==> config.mk <==
export PLATFORM = sky130hd
export DESIGN_NAME = signal_level_statistics
export DESIGN_NICKNAME = d
export VERILOG_FILES = /design/src/rtl/sls_pkg.sv /design/src/rtl/signal_level_statistics.sv
export SDC_FILE = /design/constraint.sdc
export NUM_CORES = 2
export LEC_CHECK = 0
export BUFFER_PORTS_ARGS = -buffer_cell sky130_fd_sc_hd__buf_2
export CORE_MARGIN = 5
export CORE_UTILIZATION = 45
export CTS_CLUSTER_DIAMETER = 40
export DETAILED_ROUTE_END_ITERATION = 12
export PLACE_DENSITY_LB_ADDON = 0.2
export SYNTH_ARGS = -nofsm -noshare
export SYNTH_HDL_FRONTEND = slang
export SYNTH_SLANG_ARGS = --single-unit
==> constraint.sdc <==
create_clock -name clk -period 13.72 [get_ports clk]
set_input_delay 1.372 -clock clk [delete_from_list [all_inputs] [get_ports clk]]
set_output_delay 1.372 -clock clk [all_outputs]
set_load 0.1 [all_outputs]
==> src/rtl/sls_pkg.sv <==
// Package for the signal level statistics block.
// Holds request and selection codes, the metric set type, shared constants and a saturating add.
// Has no dependencies.
package sls_pkg;

	localparam int SAMPLE_BITS_DEF = 16;
	localparam int RMS_FRACTION_BITS_DEF = 8;
	localparam int TOTAL_BITS = 64;
	localparam int VALUE_BITS = 16;
	localparam int RMS_BITS = 24;

	typedef enum logic [2:0] {
		REQ_ADD   = 3'd0,
		REQ_OPEN  = 3'd1,
		REQ_CLOSE = 3'd2,
		REQ_READ  = 3'd3,
		REQ_CLEAR = 3'd4
	} req_t;

	typedef enum logic [1:0] {
		SEL_SESSION = 2'd0,
		SEL_RECENT  = 2'd1,
		SEL_SPAN    = 2'd2,
		SEL_NONE    = 2'd3
	} sel_t;

	typedef struct packed {
		logic [TOTAL_BITS-1:0] count;
		logic [TOTAL_BITS-1:0] clip_lo;
		logic [TOTAL_BITS-1:0] clip_hi;
		logic [TOTAL_BITS-1:0] sq_sum;
		logic [VALUE_BITS-1:0] mn;
		logic [VALUE_BITS-1:0] mx;
	} set_t;

	function automatic logic [TOTAL_BITS-1:0] sat_add(input logic [TOTAL_BITS-1:0] a,
		input logic [TOTAL_BITS-1:0] b);
		logic [TOTAL_BITS:0] s;
		s = {1'b0, a} + {1'b0, b};
		return s[TOTAL_BITS] ? {TOTAL_BITS{1'b1}} : s[TOTAL_BITS-1:0];
	endfunction

endpackage

==> src/rtl/signal_level_statistics.sv <==
// Top level of the signal level statistics block.
// Depends on sls_pkg for codes, the set type and the saturating add.
//
// The block keeps three metric sets (session, recent tally, capture span) and
// answers every request with one result holding the metrics of the selected
// set after the request has taken effect. A request is taken only while the
// block is idle; it is then answered in these steps: the request is applied,
// the selected set is read out, a restoring division of the scaled square sum
// by the count runs, a digit-by-digit square root follows, and the result is
// presented. Division and square root share a single 65-bit
// subtract-and-compare unit. When the selected count is zero the arithmetic
// steps are skipped. The result stays on the outputs until it is taken, and
// the next request is accepted in the cycle after that. RMS is unsigned fixed
// point with RMS_FRACTION_BITS fraction bits, saturated to 24 bits; all totals
// saturate rather than wrap.
module signal_level_statistics
	import sls_pkg::*;
#(
	parameter int SAMPLE_BITS = SAMPLE_BITS_DEF,
	parameter int RMS_FRACTION_BITS = RMS_FRACTION_BITS_DEF
) (
	input  logic                  clk,
	input  logic                  arst_n,
	input  logic                  in_valid,
	output logic                  in_ready,
	input  logic [2:0]            req_type,
	input  logic [1:0]            set_select,
	input  logic [31:0]           tally_count,
	input  logic [15:0]           tally_minimum,
	input  logic [15:0]           tally_maximum,
	input  logic [31:0]           tally_clip_low,
	input  logic [31:0]           tally_clip_high,
	input  logic [63:0]           tally_square_sum,
	output logic                  out_valid,
	input  logic                  out_ready,
	output logic [63:0]           total_count,
	output logic [15:0]           lowest_value,
	output logic [15:0]           highest_value,
	output logic [63:0]           low_clips,
	output logic [63:0]           high_clips,
	output logic [RMS_BITS-1:0]   rms_level,
	output logic                  span_active
);

	localparam int DIV_BITS = 2 * TOTAL_BITS;
	localparam int SHIFT = 2 * RMS_FRACTION_BITS;
	localparam int SQ_BITS = 2 * RMS_BITS;
	localparam int DIV_STEPS = DIV_BITS;
	localparam int SQRT_STEPS = RMS_BITS;
	localparam int STEP_BITS = $clog2(DIV_STEPS + 1);
	localparam logic [VALUE_BITS-1:0] SAMPLE_MASK =
		VALUE_BITS'((32'd1 << SAMPLE_BITS) - 32'd1);

	typedef enum logic [5:0] {
		ST_IDLE  = 6'b000001,
		ST_APPLY = 6'b000010,
		ST_LOAD  = 6'b000100,
		ST_DIV   = 6'b001000,
		ST_SQRT  = 6'b010000,
		ST_DONE  = 6'b100000
	} state_t;

	state_t state_q;
	set_t session_q, recent_q, span_q;
	set_t tally_q, clear_set, session_fold, span_fold, sel_set;
	logic span_open_q;
	req_t req_q;
	sel_t sel_q;
	logic [STEP_BITS-1:0] step_q;

	// Division and square root operands.
	logic [DIV_BITS-1:0]   dvd_q;
	logic [TOTAL_BITS-1:0] rem_q;
	logic [TOTAL_BITS-1:0] dvs_q;
	logic [SQ_BITS-1:0]    op_q, root_q, one_q;
	logic                  sat_q;

	// Shared subtract-and-compare unit.
	logic [TOTAL_BITS:0]   sub_a, sub_b;
	logic [TOTAL_BITS+1:0] sub_d;
	logic                  sub_ge;

	assign in_ready  = (state_q == ST_IDLE);
	assign out_valid = (state_q == ST_DONE);

	always_comb begin
		clear_set = '0;
		clear_set.mn = SAMPLE_MASK;
	end

	function automatic set_t fold(input set_t acc, input set_t t);
		set_t r;
		r.count   = sat_add(acc.count, t.count);
		r.clip_lo = sat_add(acc.clip_lo, t.clip_lo);
		r.clip_hi = sat_add(acc.clip_hi, t.clip_hi);
		r.sq_sum  = sat_add(acc.sq_sum, t.sq_sum);
		r.mn = (t.mn < acc.mn) ? t.mn : acc.mn;
		r.mx = (t.mx > acc.mx) ? t.mx : acc.mx;
		return r;
	endfunction

	assign session_fold = fold(session_q, tally_q);
	assign span_fold    = fold(span_q, tally_q);

	always_comb begin
		unique case (sel_q)
			SEL_SESSION: sel_set = session_q;
			SEL_RECENT:  sel_set = recent_q;
			SEL_SPAN:    sel_set = span_q;
			default:     sel_set = '0;
		endcase
	end

	// During division the partial remainder with the next dividend bit is
	// compared against the count; during the square root the remaining
	// operand is compared against the trial root.
	always_comb begin
		if (state_q == ST_DIV) begin
			sub_a = {rem_q, dvd_q[DIV_BITS-1]};
			sub_b = {1'b0, dvs_q};
		end else begin
			sub_a = (TOTAL_BITS+1)'(op_q);
			sub_b = (TOTAL_BITS+1)'(root_q | one_q);
		end
		sub_d  = {1'b0, sub_a} - {1'b0, sub_b};
		sub_ge = !sub_d[TOTAL_BITS+1];
	end

	always_ff @(posedge clk or negedge arst_n) begin
		if (!arst_n) begin
			state_q     <= ST_IDLE;
			session_q   <= clear_set;
			recent_q    <= clear_set;
			span_q      <= clear_set;
			span_open_q <= 1'b0;
			step_q      <= '0;
		end else begin
			unique case (state_q)
				ST_IDLE: begin
					if (in_valid) state_q <= ST_APPLY;
				end
				ST_APPLY: begin
					unique case (req_q)
						REQ_ADD: begin
							if (tally_q.count != '0) begin
								session_q <= session_fold;
								recent_q  <= tally_q;
								if (span_open_q) span_q <= span_fold;
							end
						end
						REQ_OPEN: begin
							span_q      <= clear_set;
							span_open_q <= 1'b1;
						end
						REQ_CLOSE: span_open_q <= 1'b0;
						REQ_CLEAR: begin
							session_q   <= clear_set;
							recent_q    <= clear_set;
							span_q      <= clear_set;
							span_open_q <= 1'b0;
						end
						default: ;
					endcase
					state_q <= ST_LOAD;
				end
				ST_LOAD: begin
					step_q  <= '0;
					state_q <= (sel_set.count == '0) ? ST_DONE : ST_DIV;
				end
				ST_DIV: begin
					if (step_q == STEP_BITS'(DIV_STEPS - 1)) begin
						step_q  <= '0;
						state_q <= ST_SQRT;
					end else begin
						step_q <= step_q + 1'b1;
					end
				end
				ST_SQRT: begin
					step_q <= step_q + 1'b1;
					if (step_q == STEP_BITS'(SQRT_STEPS - 1)) state_q <= ST_DONE;
				end
				ST_DONE: begin
					if (out_ready) state_q <= ST_IDLE;
				end
				default: state_q <= ST_IDLE;
			endcase
		end
	end

	// Request capture, output registers and the arithmetic datapath.
	always_ff @(posedge clk) begin
		if (in_ready && in_valid) begin
			req_q           <= (req_type > 3'(REQ_CLEAR)) ? REQ_READ : req_t'(req_type);
			sel_q           <= sel_t'(set_select);
			tally_q.count   <= TOTAL_BITS'(tally_count);
			tally_q.clip_lo <= TOTAL_BITS'(tally_clip_low);
			tally_q.clip_hi <= TOTAL_BITS'(tally_clip_high);
			tally_q.sq_sum  <= tally_square_sum;
			tally_q.mn      <= tally_minimum & SAMPLE_MASK;
			tally_q.mx      <= tally_maximum & SAMPLE_MASK;
		end
		if (state_q == ST_LOAD) begin
			total_count   <= sel_set.count;
			lowest_value  <= (sel_set.count == '0) ? '0 : sel_set.mn;
			highest_value <= sel_set.mx;
			low_clips     <= sel_set.clip_lo;
			high_clips    <= sel_set.clip_hi;
			span_active   <= span_open_q;
			rms_level     <= '0;
			dvd_q <= {{TOTAL_BITS{1'b0}}, sel_set.sq_sum} << SHIFT;
			rem_q <= '0;
			dvs_q <= sel_set.count;
		end
		if (state_q == ST_DIV) begin
			// The quotient bits shift in where the dividend bits leave.
			dvd_q <= {dvd_q[DIV_BITS-2:0], sub_ge};
			rem_q <= sub_ge ? sub_d[TOTAL_BITS-1:0] : sub_a[TOTAL_BITS-1:0];
			if (step_q == STEP_BITS'(DIV_STEPS - 1)) begin
				// A quotient at or beyond 2^48 has a root that fills all 24 bits.
				sat_q  <= (dvd_q[DIV_BITS-2:SQ_BITS-1] != '0);
				op_q   <= {dvd_q[SQ_BITS-2:0], sub_ge};
				root_q <= '0;
				one_q  <= SQ_BITS'(1) << (SQ_BITS - 2);
			end
		end
		if (state_q == ST_SQRT) begin
			if (sub_ge) begin
				op_q   <= sub_d[SQ_BITS-1:0];
				root_q <= (root_q >> 1) | one_q;
			end else begin
				root_q <= root_q >> 1;
			end
			one_q <= one_q >> 2;
			if (step_q == STEP_BITS'(SQRT_STEPS - 1)) begin
				rms_level <= sat_q ? {RMS_BITS{1'b1}} :
					(sub_ge ? RMS_BITS'((root_q >> 1) | one_q) : RMS_BITS'(root_q >> 1));
			end
		end
	end

`ifndef ASSERT_OFF
	// No second request may be taken while one is being worked on.
	a_one_at_a_time: assert property (@(posedge clk) disable iff (!arst_n)
		in_valid && in_ready |=> !in_ready)
		else $error("request accepted while busy");

	// A waiting result holds its computed RMS value.
	a_rms_holds: assert property (@(posedge clk) disable iff (!arst_n)
		out_valid && !out_ready |=> out_valid && $stable(rms_level))
		else $error("rms changed while result waits");

	// An empty set reports a zero minimum and a zero RMS.
	a_empty_set: assert property (@(posedge clk) disable iff (!arst_n)
		out_valid && total_count == '0 |-> lowest_value == '0 && rms_level == '0)
		else $error("empty set reports nonzero minimum or rms");
`endif

endmodule

Yosys cells after proc, flatten, opt, wreduce, memory -nomap -nowiden
Cells that the tools add are included.

Register bits: 1661. Bits of input ports: 201.

Add/subtract/negate cells: 10. Magnitude comparators: 5. Eq/ne operators: 23. Muxes and demuxes: 52. Bitwise gates (word level): 2. Reduce and logical (&&, ||, !) cells: 26.

Operators with widths (number): $pmux W288 S2 (3); $mux W288 (4); $pmux W288 S3 (1); $mux W64 (12); $add A64 B32 Y65 (6); $mux W48 (7); $mux W128 (2); $add A64 B64 Y65 (2); $mux W24 (5); $mux W46 (2); $reduce_bool A80 Y1 (1); $sub A65 B65 Y66 (1); $mux W65 (1); $logic_not A64 Y1 (1); $mux W16 (4); $reduce_bool A64 Y1 (1); $or A48 B47 Y48 (1); $mux W47 (1); $or A47 B47 Y47 (1); $mux W45 (1); $pmux W6 S6 (1); $gt A16 B16 Y1 (2); $lt A16 B16 Y1 (2); $mux W6 (5); other kinds (31) (51).

Depth between registers and ports, before layout
Word-level depth: 8. Depth in mapped cells: 24.

Worst setup path before layout
Ideal clock, no wire load.

Path kind: reg-to-reg. From: reg state_q[2]. To: reg req_q[0], enable pin. Library setup time: 578 ps. Data arrival time: 8072 ps. Data required time: 13142 ps. Setup slack: 5071 ps. Stages on the path, launching flop included: 4. Clock period less this slack: 8649 ps. Path through: dfrtp_1 -> or4_1 -> nor3b_1 -> and2_1.

Cells in the longest elaborated chain, start to end: 2.

Ends and longest elaborated chain: from (decl) (line signal_level_statistics.sv:63) `state_t state_q;`; from (signal assigned) (line signal_level_statistics.sv:168) `state_q <= (sel_set.count == '0) ? ST_DONE : ST_DIV;`; $eq A6 B1 Y1 (line signal_level_statistics.sv:83) `assign in_ready = (state_q == ST_IDLE);`; via in_ready (line signal_level_statistics.sv:25) `output logic in_ready,`; $logic_and A1 B1 Y1 (line signal_level_statistics.sv:192) `if (in_ready && in_valid) begin`; to (signal assigned) (line signal_level_statistics.sv:193) `req_q <= (req_type > 3'(REQ_CLEAR)) ? REQ_READ : req_t'(req_type);`; to (decl) (line signal_level_statistics.sv:67) `req_t req_q;`.

The timed path passes the listed nets, and every way through them passes these cells. A chain may end at the register's enable or synchronous reset.

Final worst setup path
From: reg state_q[5]. To: reg rem_q[17] (data pin).

Cells in the longest elaborated chain, start to end: 5.

Ends and longest elaborated chain: $eq A6 B4 Y1 (*) (line signal_level_statistics.sv:118, signal_level_statistics.sv:214); $mux W65 or $mux W64 (tied branches) (line signal_level_statistics.sv:118) `if (state_q == ST_DIV) begin`; $sub A65 B65 Y66 (line signal_level_statistics.sv:125) `sub_d = {1'b0, sub_a} - {1'b0, sub_b};`; $mux W64 (line signal_level_statistics.sv:217) `rem_q <= sub_ge ? sub_d[TOTAL_BITS-1:0] : sub_a[TOTAL_BITS-1:0];`; $mux W64 (*) (line signal_level_statistics.sv:214) `if (state_q == ST_DIV) begin`; to (signal assigned) (line signal_level_statistics.sv:217); to (decl) (line signal_level_statistics.sv:73) `logic [TOTAL_BITS-1:0] rem_q;`.

Every way passes the cells marked *; elsewhere a longest branch is shown, timed or not.

==> run_results.csv <==
group,metric,value,unit
synthesis,synth-simple-area-share,15.70,%
timing,fin_skew,0.07202,ns
power_and_ir_drop,p_leak,0.04580,uW
timing,holdWs,0.4774,ns
synthesis,syn-num-nets,10020,
routing,drtPass1Iterations,6,
job,cap_violations,0,
power_and_ir_drop,p_switching,10460,uW
global_routing,grt_max_degree,139,
critical_path,critPathSlowestCell,"buf_4",
cts,clk_latency,0.93,ns
power_and_ir_drop,switching_share,41.45,%
critical_path,cp-start-kind,"flop",
routing,vias,74104,
synthesis,synth_cell_types,97,
global_routing,grt.total_usage,26.99,%
power_and_ir_drop,internal_power,14780,uW
critical_path,critPathKind,"reg -> reg",
synthesis,post_synth_xor_area_fraction,3.456,%
final_layout,nets,10321,
cts,h-tree-depth,5,
final_layout,synthToLayoutAreaGrowth,16.12,%
floorplanning,fp.dieArea,205000,um2
critical_path,cpPeakStageDelay,0.79,ns
timing,rsz0062_at_grt,"false",
synthesis,synth_compound_area_share,19.93,%
final_layout,n_fill_cell,17714,
power_and_ir_drop,seqPwrFrac,29.1,%
critical_path,critPathCaptureType,"flop",
synthesis,ys_seq_area_share,47.26,%
timing,finalCriticalPeriod,7.118,ns
power_and_ir_drop,p_clk_share,28.3,%
synthesis,synth_fa_ha_area_share,6.545,%
critical_path,crit_arrival,7.85,ns
critical_path,r2r_start,"state_q[5]",
synthesis,yosys.area.top_type,"edfxtp_1",
cts,cts.clk_slew.worst_paths,0.06,ns
routing,remaining_drc_errors,0,
cts,cts_hold_buf,0,
synthesis,synth_top_family_by_area,"compound AO/OA/AOI/OAI gates",
synthesis,yosys.area.top_type_share,23.32,%
routing,drt-initial-drc-count,6242,
outcome,outcome,"finished, final reports clean",
floorplanning,io_pins,452,
cts,cts-root-buf,"clkbuf_16",
timing,setup_tns,0,ns
power_and_ir_drop,finalPower,25250,uW
critical_path,cp_max_fo,93,
cts,cts_resized,0,
floorplanning,core-area,195000,um2
synthesis,postSynthAreaPerCell,9.421,um2
routing,vias_per_cell,5.919,
synthesis,syn_inst,9363,
power_and_ir_drop,p_comb_share,42.6,%
timing,fin_crit_sh,51.88,%
floorplanning,start_util,45.23,%
cts,postCtsSetupBuffers,0,
power_and_ir_drop,p_per_area,246.5,nW/um2
global_routing,grt_overflow_total,0,
synthesis,synth_edf_count,685,
synthesis,synthMuxAreaShare,3.790,%
placed_design,dp_hpwl,194800,um
cts,clock_path_buffers,4,
synthesis,synth-async-reset-ratio,50.81,%
timing,drv_slew,0,
synthesis,syn_area,88200,um2
critical_path,cp-startpoint,"state_q[5]",
floorplanning,die_h,452.7,um
global_routing,grt_pass1_wl,438300,um
timing,max_slew.worst_pin.slew,1.221,ns
placed_design,io_buffers,451,
cts,tritoncts_num_sinks,1541,
synthesis,synthFlopType,"dfrtp_1",
critical_path,crit_family,"compound AO/OA/AOI/OAI gates",
cts,cts_buffers,297,
synthesis,synth_area_leaders,"edfxtp_1 23%, dfrtp_1 21%, ha_1 6.3%, nand2_1 5.9%, a21oi_1 4.9%",
critical_path,worstPathCellList,"nor4_1 -> and3b_4 -> buf_4 -> buf_4 -> or3_1 -> o21ai_0 -> ha_1 -> a21oi_1 -> o21bai_1 -> a21oi_1 -> o21ai_0 -> nand4_1 -> o211ai_1 -> a41o_1 -> a221oi_4 -> o21ba_2 -> buf_4 -> nand2_1 -> a21oi_1",
final_layout,utilization,52.53,%
cts,cts_tree,"yes",
timing,setup-violations-final,0,
floorplanning,die_x,452.7,um
timing,hold_violations,0,
critical_path,worst-path-buf-inv,3,
hold_path,timing.hold.worst.class,"in -> async",
timing,max_slew_margin,18.60,%
final_layout,drive_gt1_share,11.72,%
critical_path,crit_required,14.45,ns
synthesis,ys.warnings.count,0,
power_and_ir_drop,peakVddDrop,0.1976,mV
routing,wl_per_cell,22.69,um
synthesis,ys_seq_elements,1541,
global_routing,grt_pass1_vias,73286,
routing,ant_nets,0,
timing,max_freq,140.5,MHz
floorplanning,rows,162,
routing,drt_wl_total,284100,um
global_routing,antenna_found_initial,7,
placed_design,place_congestion,0.9209,
==> worst paths after layout <==
path	endpoint	slack, ns	cells past startpoint
worst max-delay path	rem_q[17]	6.60	19
worst min-delay path	span_q[168]	0.48	1
worst max register to register	rem_q[17]	6.60	19
worst min register to register	op_q[16]	0.48	2
max in group asynchronous	session_q[59]	10.29	4
min in group clk	op_q[16]	0.48	2
==> per-stage QoR <==
step	worst slack [ns]	area, um2	instances
after floorplan	5.071	88200	9363
after global placement	6.879	92620	11989
after detailed placement	6.637	92620	11989
after CTS	6.641	102400	12515
after global routing	6.116	102400	12515
final	6.602	102400	12519
==> layout make-up <==
| cell class | instances | area [um2] | area share [%] |
|---|---|---|---|
| clock buffer | 344 | 7939 | 7.751 |
| multi-input combinational | 7065 | 43800 | 42.76 |
| clock inverter | 182 | 1859 | 1.815 |
| timing repair buffer | 545 | 3035 | 2.964 |
| inverter | 214 | 810.8 | 0.7916 |
| sequential | 1541 | 41690 | 40.70 |
| tap | 2624 | 3283 | 3.205 |
| antenna | 4 | 10.01 | 0.009773 |
==> power by group through the flow <==
stage	clock [uW]	sequential (uW)	combinational, uW
2_1_floorplan	0	7430	7790
3_3_place_gp	0	7360	10500
3_5_place_dp	0	7370	10600
4_1_cts	7280	7310	10700
5_1_grt	7500	7450	11900
6_report	7160	7340	10800
==> cell usage after synthesis, types with 39 or more instances <==
library cell  instances
dfxtp_1              73
nor2b_1              46
dfrtp_1             734
and3_1               98
nand2_1            1394
nor2_1              671
nor4_1               71
ha_1                447
o21ai_0             838
nand3_1             168
o31ai_1              44
or3_1                50
xnor2_1             225
buf_1                48
a21oi_1             867
clkbuf_1            446
edfxtp_1            685
a31oi_1             150
o21a_1               67
inv_1               214
nand2b_1             39
nor3_1              146
o21bai_1             73
nand4_1             129
xor2_1              123
dfstp_2              49
and2_1              160
a22o_1              209
mux2i_1             334
a21o_1              294
==> cells by family after synthesis <==
logic type / Yosys count
buf+inv: 757
fa+ha+maj: 456
simple gates: 3070
xor+xnor: 348
mux: 334
flops: 1541
compound gates: 2857
==> flip-flops by register name, summed over array words and instances, names as in the netlist, 6 cells and up <==
register       cells
root_q            47
span_q           288
dvd_q            128
highest_value     16
rms_level         24
step_q             8
lowest_value      16
rem_q             64
low_clips         64
tally_q          192
session_q        288
one_q             24
dvs_q             64
recent_q         192
high_clips        64
state_q            6
op_q              48
==> metal layers <==
| metal | up-vias | global-route usage [%] | part of all wire, % |
|---|---|---|---|
| met5 | - | 0 | 0 |
| met4 | 0 | 11.18 | 4.3 |
| met3 | 583 | 3.966 | 5.7 |
| met2 | 2576 | 42.78 | 46 |
| met1 | 36232 | 37.21 | 44 |
| li1 | 34713 | - | - |
==> cells in the final DEF (no fill, tap or decap), types with 50 or more instances in the layout <==
cell type,synthesis,layout
buf_4,7,89
nor2_1,671,667
dfrtp_1,734,734
nor4_1,71,68
dfxtp_1,73,73
clkbuf_16,0,305
and3_1,98,96
and2_1,160,159
edfxtp_1,685,685
xnor2_1,225,225
nand4_1,129,129
ha_1,447,447
o21a_1,67,67
o21bai_1,73,72
nand3_1,168,166
xor2_1,123,123
nand2_1,1394,1390
a22o_1,209,209
o21ai_0,838,838
a21oi_1,867,866
inv_1,214,213
nor3_1,146,143
a21o_1,294,293
buf_2,33,450
or3_1,50,50
mux2i_1,334,334
a31oi_1,150,150
No activity file was read; power rests on OpenSTA's default activity.
